--- src/hdl/dge_pkg.sv ---
// ----------------------------------------------------------------------------
// dge_pkg
// Shared widths, constants, command and status types, and the G.711 segment
// encoders of the decimating G.711 encoder.
// ----------------------------------------------------------------------------
package dge_pkg;

    // Field and datapath widths.
    localparam int SAMPLE_W    = 16;
    localparam int SUM_W       = 18;
    localparam int MAG_W       = 17;
    localparam int RECIP_W     = 16;
    localparam int PROD_W      = MAG_W + RECIP_W;
    localparam int RECIP_SHIFT = 17;
    localparam int CODE_W      = 8;
    localparam int MODE_W      = 2;
    localparam int GAIN_W      = 4;
    localparam int SHIFTED_W   = SAMPLE_W + 15;
    localparam int FILT_W      = 32;
    localparam int COEF_W      = 16;
    localparam int FPROD_W     = FILT_W + COEF_W;
    localparam int YSUM_W      = 35;
    localparam int CFG_IDX_W   = 2;
    localparam int CFG_DATA_W  = 4;

    // Group of three samples per result.
    localparam int DECIM_FACTOR = 3;
    localparam logic [1:0] LAST_PHASE = 2'(DECIM_FACTOR - 1);

    // Division by three: 43691 = ceil(2^17 / 3), exact for magnitudes below 2^17.
    localparam logic [RECIP_W-1:0] RECIP3 = 16'd43691;

    // De-emphasis coefficients.
    localparam logic signed [COEF_W-1:0] DEEMPH_FB = 16'sd25889;
    localparam logic signed [COEF_W-1:0] DEEMPH_FF = 16'sd6878;

    // Codec modes.
    localparam logic [MODE_W-1:0] MODE_RAW   = 2'd0;
    localparam logic [MODE_W-1:0] MODE_MULAW = 2'd1;
    localparam logic [MODE_W-1:0] MODE_ALAW  = 2'd2;

    // Configuration register indexes.
    localparam logic [CFG_IDX_W-1:0] CFG_CODEC_MODE = 2'd0;
    localparam logic [CFG_IDX_W-1:0] CFG_GAIN_SHIFT = 2'd1;
    localparam logic [CFG_IDX_W-1:0] CFG_DEEMPH_EN  = 2'd2;

    // G.711 constants.
    localparam logic [7:0]  MU_MASK_POS = 8'hFF;
    localparam logic [7:0]  MU_MASK_NEG = 8'h7F;
    localparam logic [7:0]  A_MASK_POS  = 8'hD5;
    localparam logic [7:0]  A_MASK_NEG  = 8'h55;
    localparam logic [7:0]  SEG_OVF     = 8'h7F;
    localparam logic [13:0] MU_CLIP     = 14'd8159;
    localparam logic [13:0] MU_BIAS     = 14'd33;
    localparam logic [3:0]  NO_SEG      = 4'd8;

    localparam logic [13:0] MU_SEG_END [8] = '{
        14'h003F, 14'h007F, 14'h00FF, 14'h01FF,
        14'h03FF, 14'h07FF, 14'h0FFF, 14'h1FFF
    };
    localparam logic [11:0] A_SEG_END [8] = '{
        12'h01F, 12'h03F, 12'h07F, 12'h0FF,
        12'h1FF, 12'h3FF, 12'h7FF, 12'hFFF
    };

    // Commands from the controller to the datapath.
    typedef struct packed {
        logic accept;
        logic div;
        logic avg;
        logic fb;
        logic upd;
        logic ff;
        logic sat;
        logic enc;
    } dge_cmd_t;

    // Status from the datapath to the controller.
    typedef struct packed {
        logic last_in_group;
        logic filter_on;
        logic out_free;
    } dge_sts_t;

    // Saturate a wide signed value to 16 bits.
    function automatic logic signed [SAMPLE_W-1:0] sat16(input logic signed [YSUM_W-1:0] v);
        logic signed [SAMPLE_W-1:0] r;
        if (v > 35'sd32767) begin
            r = 16'sh7FFF;
        end else if (v < -35'sd32768) begin
            r = 16'sh8000;
        end else begin
            r = v[SAMPLE_W-1:0];
        end
        return r;
    endfunction

    // G.711 mu-law encoder.
    function automatic logic [7:0] mu_encode(input logic signed [SAMPLE_W-1:0] pcm);
        logic signed [13:0] v;
        logic [13:0] mag;
        logic [7:0]  mask;
        logic [3:0]  seg;
        logic [13:0] sh;
        logic [7:0]  code;
        v = pcm[15:2];
        if (v[13]) begin
            mag  = 14'(-v);
            mask = MU_MASK_NEG;
        end else begin
            mag  = v;
            mask = MU_MASK_POS;
        end
        if (mag > MU_CLIP) begin
            mag = MU_CLIP;
        end
        mag = mag + MU_BIAS;
        seg = NO_SEG;
        for (int i = 7; i >= 0; i--) begin
            if (mag <= MU_SEG_END[i]) begin
                seg = 4'(i);
            end
        end
        sh = mag >> (seg + 4'd1);
        if (seg == NO_SEG) begin
            code = SEG_OVF ^ mask;
        end else begin
            code = {1'b0, seg[2:0], sh[3:0]} ^ mask;
        end
        return code;
    endfunction

    // G.711 A-law encoder.
    function automatic logic [7:0] a_encode(input logic signed [SAMPLE_W-1:0] pcm);
        logic signed [12:0] v;
        logic [11:0] mag;
        logic [7:0]  mask;
        logic [3:0]  seg;
        logic [11:0] sh;
        logic [7:0]  code;
        v = pcm[15:3];
        if (v[12]) begin
            // Ones' complement gives -v - 1 for a negative value.
            mag  = ~v[11:0];
            mask = A_MASK_NEG;
        end else begin
            mag  = v[11:0];
            mask = A_MASK_POS;
        end
        seg = NO_SEG;
        for (int i = 7; i >= 0; i--) begin
            if (mag <= A_SEG_END[i]) begin
                seg = 4'(i);
            end
        end
        if (seg < 4'd2) begin
            sh = mag >> 1;
        end else begin
            sh = mag >> seg;
        end
        if (seg == NO_SEG) begin
            code = SEG_OVF ^ mask;
        end else begin
            code = {1'b0, seg[2:0], sh[3:0]} ^ mask;
        end
        return code;
    endfunction

endpackage

--- src/hdl/decimate_deemph_g711_encoder.sv ---
// ----------------------------------------------------------------------------
// decimate_deemph_g711_encoder
// Averages each group of three samples and encodes the average as a G.711
// mu-law or A-law byte (zero in raw mode), with optional gain shift and de-emphasis.
// ----------------------------------------------------------------------------
//  Channel | Direction | Handshake          | Payload
//  s_      | in        | s_valid / s_ready  | s_sample, s_buffer_end
//  m_      | out       | m_valid / m_ready  | m_companded_code, m_decimated_sample
//  cfg_    | in        | cfg_we             | cfg_index, cfg_data
//
//  The first and second items of a group are taken back to back.
//  The last item of a group holds s_ready low while the controller walks
//  through the divide, average, saturate and encode steps, with feedback
//  multiply, state update and feed-forward multiply steps added when
//  de-emphasis is on in a companding mode.
//  A result waiting in the output register does not stop new items; a
//  second result waits in the encode step until the first one is taken.
//  Reset is synchronous and active low; there is no clearing pass.
// ----------------------------------------------------------------------------
module decimate_deemph_g711_encoder
    import dge_pkg::*;
(
    input  logic                        aclk,
    input  logic                        aresetn,
    input  logic                        s_valid,
    output logic                        s_ready,
    input  logic signed [SAMPLE_W-1:0]  s_sample,
    input  logic                        s_buffer_end,
    output logic                        m_valid,
    input  logic                        m_ready,
    output logic [CODE_W-1:0]           m_companded_code,
    output logic signed [SAMPLE_W-1:0]  m_decimated_sample,
    input  logic                        cfg_we,
    input  logic [CFG_IDX_W-1:0]        cfg_index,
    input  logic [CFG_DATA_W-1:0]       cfg_data
);

    dge_cmd_t cmd;
    dge_sts_t sts;

    dge_ctrl u_ctrl (
        .aclk    (aclk),
        .aresetn (aresetn),
        .s_valid (s_valid),
        .s_ready (s_ready),
        .sts     (sts),
        .cmd     (cmd)
    );

    dge_datapath u_datapath (
        .aclk               (aclk),
        .aresetn            (aresetn),
        .s_sample           (s_sample),
        .s_buffer_end       (s_buffer_end),
        .cfg_we             (cfg_we),
        .cfg_index          (cfg_index),
        .cfg_data           (cfg_data),
        .cmd                (cmd),
        .sts                (sts),
        .m_valid            (m_valid),
        .m_ready            (m_ready),
        .m_companded_code   (m_companded_code),
        .m_decimated_sample (m_decimated_sample)
    );

endmodule

--- src/hdl/dge_ctrl.sv ---
// ----------------------------------------------------------------------------
// dge_ctrl
// Controller state machine: takes samples, then steps a completed group
// through division, optional de-emphasis, saturation and encoding.
// ----------------------------------------------------------------------------
module dge_ctrl
    import dge_pkg::*;
(
    input  logic     aclk,
    input  logic     aresetn,
    input  logic     s_valid,
    output logic     s_ready,
    input  dge_sts_t sts,
    output dge_cmd_t cmd
);

    typedef enum logic [7:0] {
        ST_IDLE = 8'b0000_0001,
        ST_DIV  = 8'b0000_0010,
        ST_AVG  = 8'b0000_0100,
        ST_FB   = 8'b0000_1000,
        ST_UPD  = 8'b0001_0000,
        ST_FF   = 8'b0010_0000,
        ST_SAT  = 8'b0100_0000,
        ST_ENC  = 8'b1000_0000
    } state_t;

    state_t state_reg;
    state_t state_next;

    // State register.
    always_ff @(posedge aclk) begin
        if (!aresetn) begin
            state_reg <= ST_IDLE;
        end else begin
            state_reg <= state_next;
        end
    end

    // Next state: only the last item of a group starts the processing run.
    always_comb begin
        state_next = state_reg;
        unique case (state_reg)
            ST_IDLE: begin
                if (s_valid && sts.last_in_group) begin
                    state_next = ST_DIV;
                end
            end
            ST_DIV: begin
                state_next = ST_AVG;
            end
            ST_AVG: begin
                state_next = sts.filter_on ? ST_FB : ST_SAT;
            end
            ST_FB: begin
                state_next = ST_UPD;
            end
            ST_UPD: begin
                state_next = ST_FF;
            end
            ST_FF: begin
                state_next = ST_SAT;
            end
            ST_SAT: begin
                state_next = ST_ENC;
            end
            ST_ENC: begin
                if (sts.out_free) begin
                    state_next = ST_IDLE;
                end
            end
            default: begin
                state_next = ST_IDLE;
            end
        endcase
    end

    // Commands decoded from the state.
    assign s_ready    = (state_reg == ST_IDLE);
    assign cmd.accept = (state_reg == ST_IDLE) && s_valid;
    assign cmd.div    = (state_reg == ST_DIV);
    assign cmd.avg    = (state_reg == ST_AVG);
    assign cmd.fb     = (state_reg == ST_FB);
    assign cmd.upd    = (state_reg == ST_UPD);
    assign cmd.ff     = (state_reg == ST_FF);
    assign cmd.sat    = (state_reg == ST_SAT);
    assign cmd.enc    = (state_reg == ST_ENC) && sts.out_free;

endmodule

--- src/hdl/dge_datapath.sv ---
// ----------------------------------------------------------------------------
// dge_datapath
// Configuration registers, group accumulator, divide-by-three, de-emphasis
// filter, saturation, G.711 encoding and the output register.
// ----------------------------------------------------------------------------
module dge_datapath
    import dge_pkg::*;
(
    input  logic                        aclk,
    input  logic                        aresetn,
    input  logic signed [SAMPLE_W-1:0]  s_sample,
    input  logic                        s_buffer_end,
    input  logic                        cfg_we,
    input  logic [CFG_IDX_W-1:0]        cfg_index,
    input  logic [CFG_DATA_W-1:0]       cfg_data,
    input  dge_cmd_t                    cmd,
    output dge_sts_t                    sts,
    output logic                        m_valid,
    input  logic                        m_ready,
    output logic [CODE_W-1:0]           m_companded_code,
    output logic signed [SAMPLE_W-1:0]  m_decimated_sample
);

    logic [MODE_W-1:0]          mode_reg;
    logic [GAIN_W-1:0]          gain_reg;
    logic                       deemph_reg;
    logic [1:0]                 phase_reg;
    logic signed [SUM_W-1:0]    sum_reg;
    logic signed [SUM_W-1:0]    grp_reg;
    logic                       neg_reg;
    logic [PROD_W-1:0]          prod_reg;
    logic signed [SAMPLE_W-1:0] avg_reg;
    logic signed [SAMPLE_W-1:0] x_reg;
    logic signed [FPROD_W-1:0]  fb_prod_reg;
    logic signed [FILT_W-1:0]   filt_reg;
    logic signed [FPROD_W-1:0]  ff_prod_reg;
    logic signed [SAMPLE_W-1:0] pcm_reg;
    logic                       out_valid_reg;
    logic [CODE_W-1:0]          out_code_reg;
    logic signed [SAMPLE_W-1:0] out_sample_reg;

    logic signed [SUM_W-1:0]     sum_add;
    logic [MAG_W-1:0]            grp_mag;
    logic [SAMPLE_W-1:0]         quot;
    logic signed [SHIFTED_W-1:0] shifted;
    logic signed [YSUM_W-1:0]    y_sum;
    logic [CODE_W-1:0]           code;
    logic                        companding;

    // Configuration registers.
    always_ff @(posedge aclk) begin
        if (!aresetn) begin
            mode_reg   <= MODE_MULAW;
            gain_reg   <= '0;
            deemph_reg <= 1'b0;
        end else if (cfg_we) begin
            unique case (cfg_index)
                CFG_CODEC_MODE: mode_reg   <= cfg_data[MODE_W-1:0];
                CFG_GAIN_SHIFT: gain_reg   <= cfg_data[GAIN_W-1:0];
                CFG_DEEMPH_EN:  deemph_reg <= cfg_data[0];
                default:        ;
            endcase
        end
    end

    assign companding = (mode_reg == MODE_MULAW) || (mode_reg == MODE_ALAW);

    // Group accumulator; a buffer end before the last item drops the group.
    assign sum_add = sum_reg + {{(SUM_W-SAMPLE_W){s_sample[SAMPLE_W-1]}}, s_sample};

    always_ff @(posedge aclk) begin
        if (!aresetn) begin
            phase_reg <= '0;
            sum_reg   <= '0;
        end else if (cmd.accept) begin
            if (phase_reg == LAST_PHASE || s_buffer_end) begin
                phase_reg <= '0;
                sum_reg   <= '0;
            end else begin
                phase_reg <= phase_reg + 2'd1;
                sum_reg   <= sum_add;
            end
        end
    end

    always_ff @(posedge aclk) begin
        if (cmd.accept && phase_reg == LAST_PHASE) begin
            grp_reg <= sum_add;
        end
    end

    // Division by three on the magnitude, truncating toward zero.
    assign grp_mag = grp_reg[SUM_W-1] ? MAG_W'(-grp_reg) : MAG_W'(grp_reg);
    assign quot    = prod_reg[PROD_W-1:RECIP_SHIFT];

    always_ff @(posedge aclk) begin
        if (cmd.div) begin
            neg_reg  <= grp_reg[SUM_W-1];
            prod_reg <= grp_mag * RECIP3;
        end
        if (cmd.avg) begin
            avg_reg <= neg_reg ? SAMPLE_W'(-quot) : quot;
        end
    end

    // Gain shift of the average.
    assign shifted = {{(SHIFTED_W-SAMPLE_W){avg_reg[SAMPLE_W-1]}}, avg_reg} <<< gain_reg;

    // De-emphasis: feedback product, state update, feed-forward product.
    always_ff @(posedge aclk) begin
        if (cmd.fb) begin
            x_reg       <= shifted[SAMPLE_W-1:0];
            fb_prod_reg <= filt_reg * DEEMPH_FB;
        end
        if (cmd.ff) begin
            ff_prod_reg <= filt_reg * DEEMPH_FF;
        end
    end

    always_ff @(posedge aclk) begin
        if (!aresetn) begin
            filt_reg <= '0;
        end else if (cmd.upd) begin
            filt_reg <= {{(FILT_W-SAMPLE_W){x_reg[SAMPLE_W-1]}}, x_reg}
                        + fb_prod_reg[FILT_W+14:15];
        end
    end

    // Filter output scaling and saturation.
    assign y_sum = {ff_prod_reg[FPROD_W-1], ff_prod_reg[FPROD_W-1:14]}
                 + {{2{ff_prod_reg[FPROD_W-1]}}, ff_prod_reg[FPROD_W-1:15]};

    always_ff @(posedge aclk) begin
        if (cmd.sat) begin
            if (sts.filter_on) begin
                pcm_reg <= sat16(y_sum);
            end else begin
                pcm_reg <= sat16({{(YSUM_W-SHIFTED_W){shifted[SHIFTED_W-1]}}, shifted});
            end
        end
    end

    // Encoding.
    always_comb begin
        priority if (mode_reg == MODE_MULAW) begin
            code = mu_encode(pcm_reg);
        end else if (mode_reg == MODE_ALAW) begin
            code = a_encode(pcm_reg);
        end else begin
            code = '0;
        end
    end

    // Output register: holds one item until it is taken.
    always_ff @(posedge aclk) begin
        if (!aresetn) begin
            out_valid_reg <= 1'b0;
        end else if (cmd.enc) begin
            out_valid_reg <= 1'b1;
        end else if (m_ready) begin
            out_valid_reg <= 1'b0;
        end
    end

    always_ff @(posedge aclk) begin
        if (cmd.enc) begin
            out_code_reg   <= code;
            out_sample_reg <= avg_reg;
        end
    end

    assign sts.last_in_group = (phase_reg == LAST_PHASE);
    assign sts.filter_on     = deemph_reg && companding;
    assign sts.out_free      = !out_valid_reg || m_ready;

    assign m_valid            = out_valid_reg;
    assign m_companded_code   = out_code_reg;
    assign m_decimated_sample = out_sample_reg;

endmodule

--- config.mk ---
export PLATFORM = sky130hd
export DESIGN_NAME = decimate_deemph_g711_encoder
export DESIGN_NICKNAME = d
export VERILOG_FILES = /design/src/hdl/dge_pkg.sv /design/src/hdl/decimate_deemph_g711_encoder.sv /design/src/hdl/dge_ctrl.sv /design/src/hdl/dge_datapath.sv
export SDC_FILE = /design/constraint.sdc
export NUM_CORES = 2
export LEC_CHECK = 0
export BUFFER_PORTS_ARGS = -buffer_cell sky130_fd_sc_hd__buf_4
export CAP_MARGIN = 40
export CORE_MARGIN = 3
export CORE_UTILIZATION = 55
export DETAILED_ROUTE_END_ITERATION = 6
export PLACE_DENSITY = 0.78
export SYNTH_ARGS = -nofsm -noshare
export SYNTH_HDL_FRONTEND = slang
export SYNTH_HIERARCHICAL = 1
export SYNTH_SLANG_ARGS = --single-unit
--- constraint.sdc ---
create_clock -name aclk -period 16.3 [get_ports aclk]
set_input_delay 0.815 -clock aclk [delete_from_list [all_inputs] [get_ports aclk]]
set_output_delay 0.815 -clock aclk [all_outputs]
set_load 0.01 [all_outputs]
==> flow_metrics.env <==
export IMPL_clk_path_buf_depth=3
export IMPL_p_per_area_nw_per_um2=58.58
export IMPL_diodes=0
export IMPL_initial_core_util_pct=56.29
export IMPL_netlist_cell_type_count=102
export IMPL_finalMaxSlewViolations=0
export IMPL_cts_root_buf="clkbuf_16"
export IMPL_async_reset_ff_share_pct=0
export IMPL_cts_max_level=1
export IMPL_yosys_warnings=6
export IMPL_hold_class="primary input to flip-flop"
export IMPL_core_um2=58360
export IMPL_via_count=23120
export IMPL_synth_edf_count=169
export IMPL_grt_max_degree=70
export IMPL_ys_ff_latch=237
export IMPL_final_util_pct=60.04
export IMPL_grt_pass1_vias=23610
export IMPL_finClkSkew_ns=0.01987
export IMPL_fin_area_um2=35040
export IMPL_grt_pass1_wl_um=119600
export IMPL_cts_tree="yes"
export IMPL_synth_seq_area_share_pct=19.59
export IMPL_num_io_pins=54
export IMPL_rows=88
export IMPL_setup_violations=0
export IMPL_die_w_um=250.4
export IMPL_worst_pin_slew_ns=0.9499
export IMPL_status="complete, no violations"
export IMPL_routabilityCongestion=0.9318
export IMPL_dp_hpwl_um=59710
export IMPL_period_minus_slack_ns=8.110
export IMPL_grt_usage_pct=23.22
export IMPL_slew_headroom_pct=36.67
export IMPL_critPathKind="flip-flop to flip-flop"
export IMPL_io_buffers=53
export IMPL_drc_errors=0
export IMPL_syn_num_nets=4106
export IMPL_antenna_found_initial=0
export IMPL_final_common_cell="inv_1"
export IMPL_path_max_fanout=5
export IMPL_cp_required_ns=16.60
export IMPL_routed_wl_um=71950
export IMPL_syn_avg_cell_area_um2=10.18
export IMPL_drtIter0Drc=1494
export IMPL_synth_flop_cell="edfxtp_1"
export IMPL_rsz0062_at_grt="no"
export IMPL_placed_cell_area_um2=34150
export IMPL_numCtsBuffers=26
export IMPL_area_delta_synth_final_pct=6.654
export IMPL_hold_buffers=0
export IMPL_syn_inst=3227
export IMPL_power_leakage_uw=0.01743
export IMPL_clock_latency_ns=0.56
export IMPL_clk_pin_slew_ns=0.07
export IMPL_drtPass1Iterations=7
export IMPL_grt_overflow=0
export IMPL_setup_worst_path_end_class="flip-flop"
export IMPL_die_h_um=250.4
export IMPL_fillers=4832
export IMPL_critPathLaunchType="flip-flop"
export IMPL_cts_setup_buffers=0
export IMPL_cp_data_arrival_time_ns=8.41
export IMPL_peakVddDrop_v=0.00008577
export IMPL_final_setup_tns_ns=0
export IMPL_syn_area_um2=32850
export IMPL_layout_common_cells="inv_1 (482), ha_1 (438), fa_1 (413)"
export IMPL_drive_gt1_share_pct=6.159
export IMPL_finalCritPeriodShare_pct=49.76
export IMPL_fmax_mhz=123.3
export IMPL_post_drt_via_cell_ratio=5.715
export IMPL_ant_nets=0
export IMPL_fp_dieArea_um2=62700
export IMPL_nets=4140
export IMPL_cts_resized=0
export IMPL_cap_violations=0
export IMPL_wl_per_cell_um=17.79
export IMPL_clkSinkCount=237
export IMPL_hold_violations=0
-- kinds of logic after synthesis --
group | count (synthesis) | synth area share (%)
AOI/OAI and AO/OA | 588 | 12.36
DFF | 237 | 19.59
muxes | 77 | 2.636
xor gates and xnor gates | 221 | 6.098
adders and majority gates | 851 | 41.85
and+or+nand+nor | 694 | 10.95
buffers and inverters | 559 | 6.513
-- synth_stat cells, types with 59 or more instances --
cell	count	area share, %
inv_1	483	5.5
ha_1	438	17
fa_1	413	25
edfxtp_1	169	15
nor2_1	169	1.9
xnor2_1	151	4.0
a21oi_1	149	2.3
nand2_1	136	1.6
o21ai_0	98	1.5
nor2b_1	77	1.5
dfxtp_1	68	4.1
xor2_1	64	1.7
nor3_1	63	0.96
a21o_1	59	1.3
-- worst paths after layout --
check	startpoint	cells past startpoint	to	slack (ns)
worst max-delay path	u_datapath/grp_reg[3]	24	u_datapath/prod_reg[32]	8.19
worst min-delay path	cfg_data[0]	3	u_datapath/mode_reg[0]	0.51
worst max register to register	u_datapath/grp_reg[3]	24	u_datapath/prod_reg[32]	8.19
worst min register to register	u_datapath/phase_reg[1]	2	u_datapath/phase_reg[1]	0.52
-- worst max-delay path: stages, from the launching register on --
cell and delay [ns]:
edfxtp_1 0.45, or4_1 0.58, o41ai_1 0.68, nand2_1 0.14, xor2_1 0.60, ha_1 0.42
ha_1 0.30, inv_1 0.05, fa_1 0.46, fa_1 0.49, inv_1 0.05, fa_1 0.45
fa_1 0.47, ha_1 0.33, a21oi_1 0.20, nand2_1 0.07, a211o_1 0.26, a21oi_1 0.27
nor3_1 0.13, o2111ai_1 0.27, a31o_2 0.24, o21ai_0 0.18, o41a_1 0.41, nor4_1 0.27
nor3_1 0.08
-- report_power, final --
| part | internal, uW | switching, uW |
|---|---|---|
| logic | 336 | 407 |
| registers | 697 | 20.6 |
| clock network | 333 | 258 |
-- per-stage QoR --
step / instances / worst slack (ns) / hold WS, ns / power [uW]
finish: 4045 / 8.190 / 0.5104 / 2052
detailed placement: 3996 / 8.227 / 0.5066 / 1468
CTS: 4043 / 8.188 / 0.4900 / 2068
floorplan: 3227 / 8.984 / 0.4244 / 1297
global placement: 3988 / 8.259 / 0.5013 / 1442
global route: 4045 / 7.719 / 0.5166 / 2200
-- layout make-up --
cell class	count	area, um^2	share of cell area [%]
clock buffers	28	668.1	1.907
clock inverters	19	188.9	0.5392
inverters	485	1821	5.196
multi-input cells	2431	24290	69.34
flip-flops and latches	237	6437	18.37
well taps	765	957.2	2.732
repair buffers	80	669.4	1.911
-- metal layers --
metal	wire, um	vias to the layer above	track usage (%)
li1	-	11200	-
met1	31860	11310	31.65
met2	35380	498	39.95
met3	2972	108	2.482
met4	1731	0	5.538
met5	0	-	0
Power figures use the tool's default switching activity.
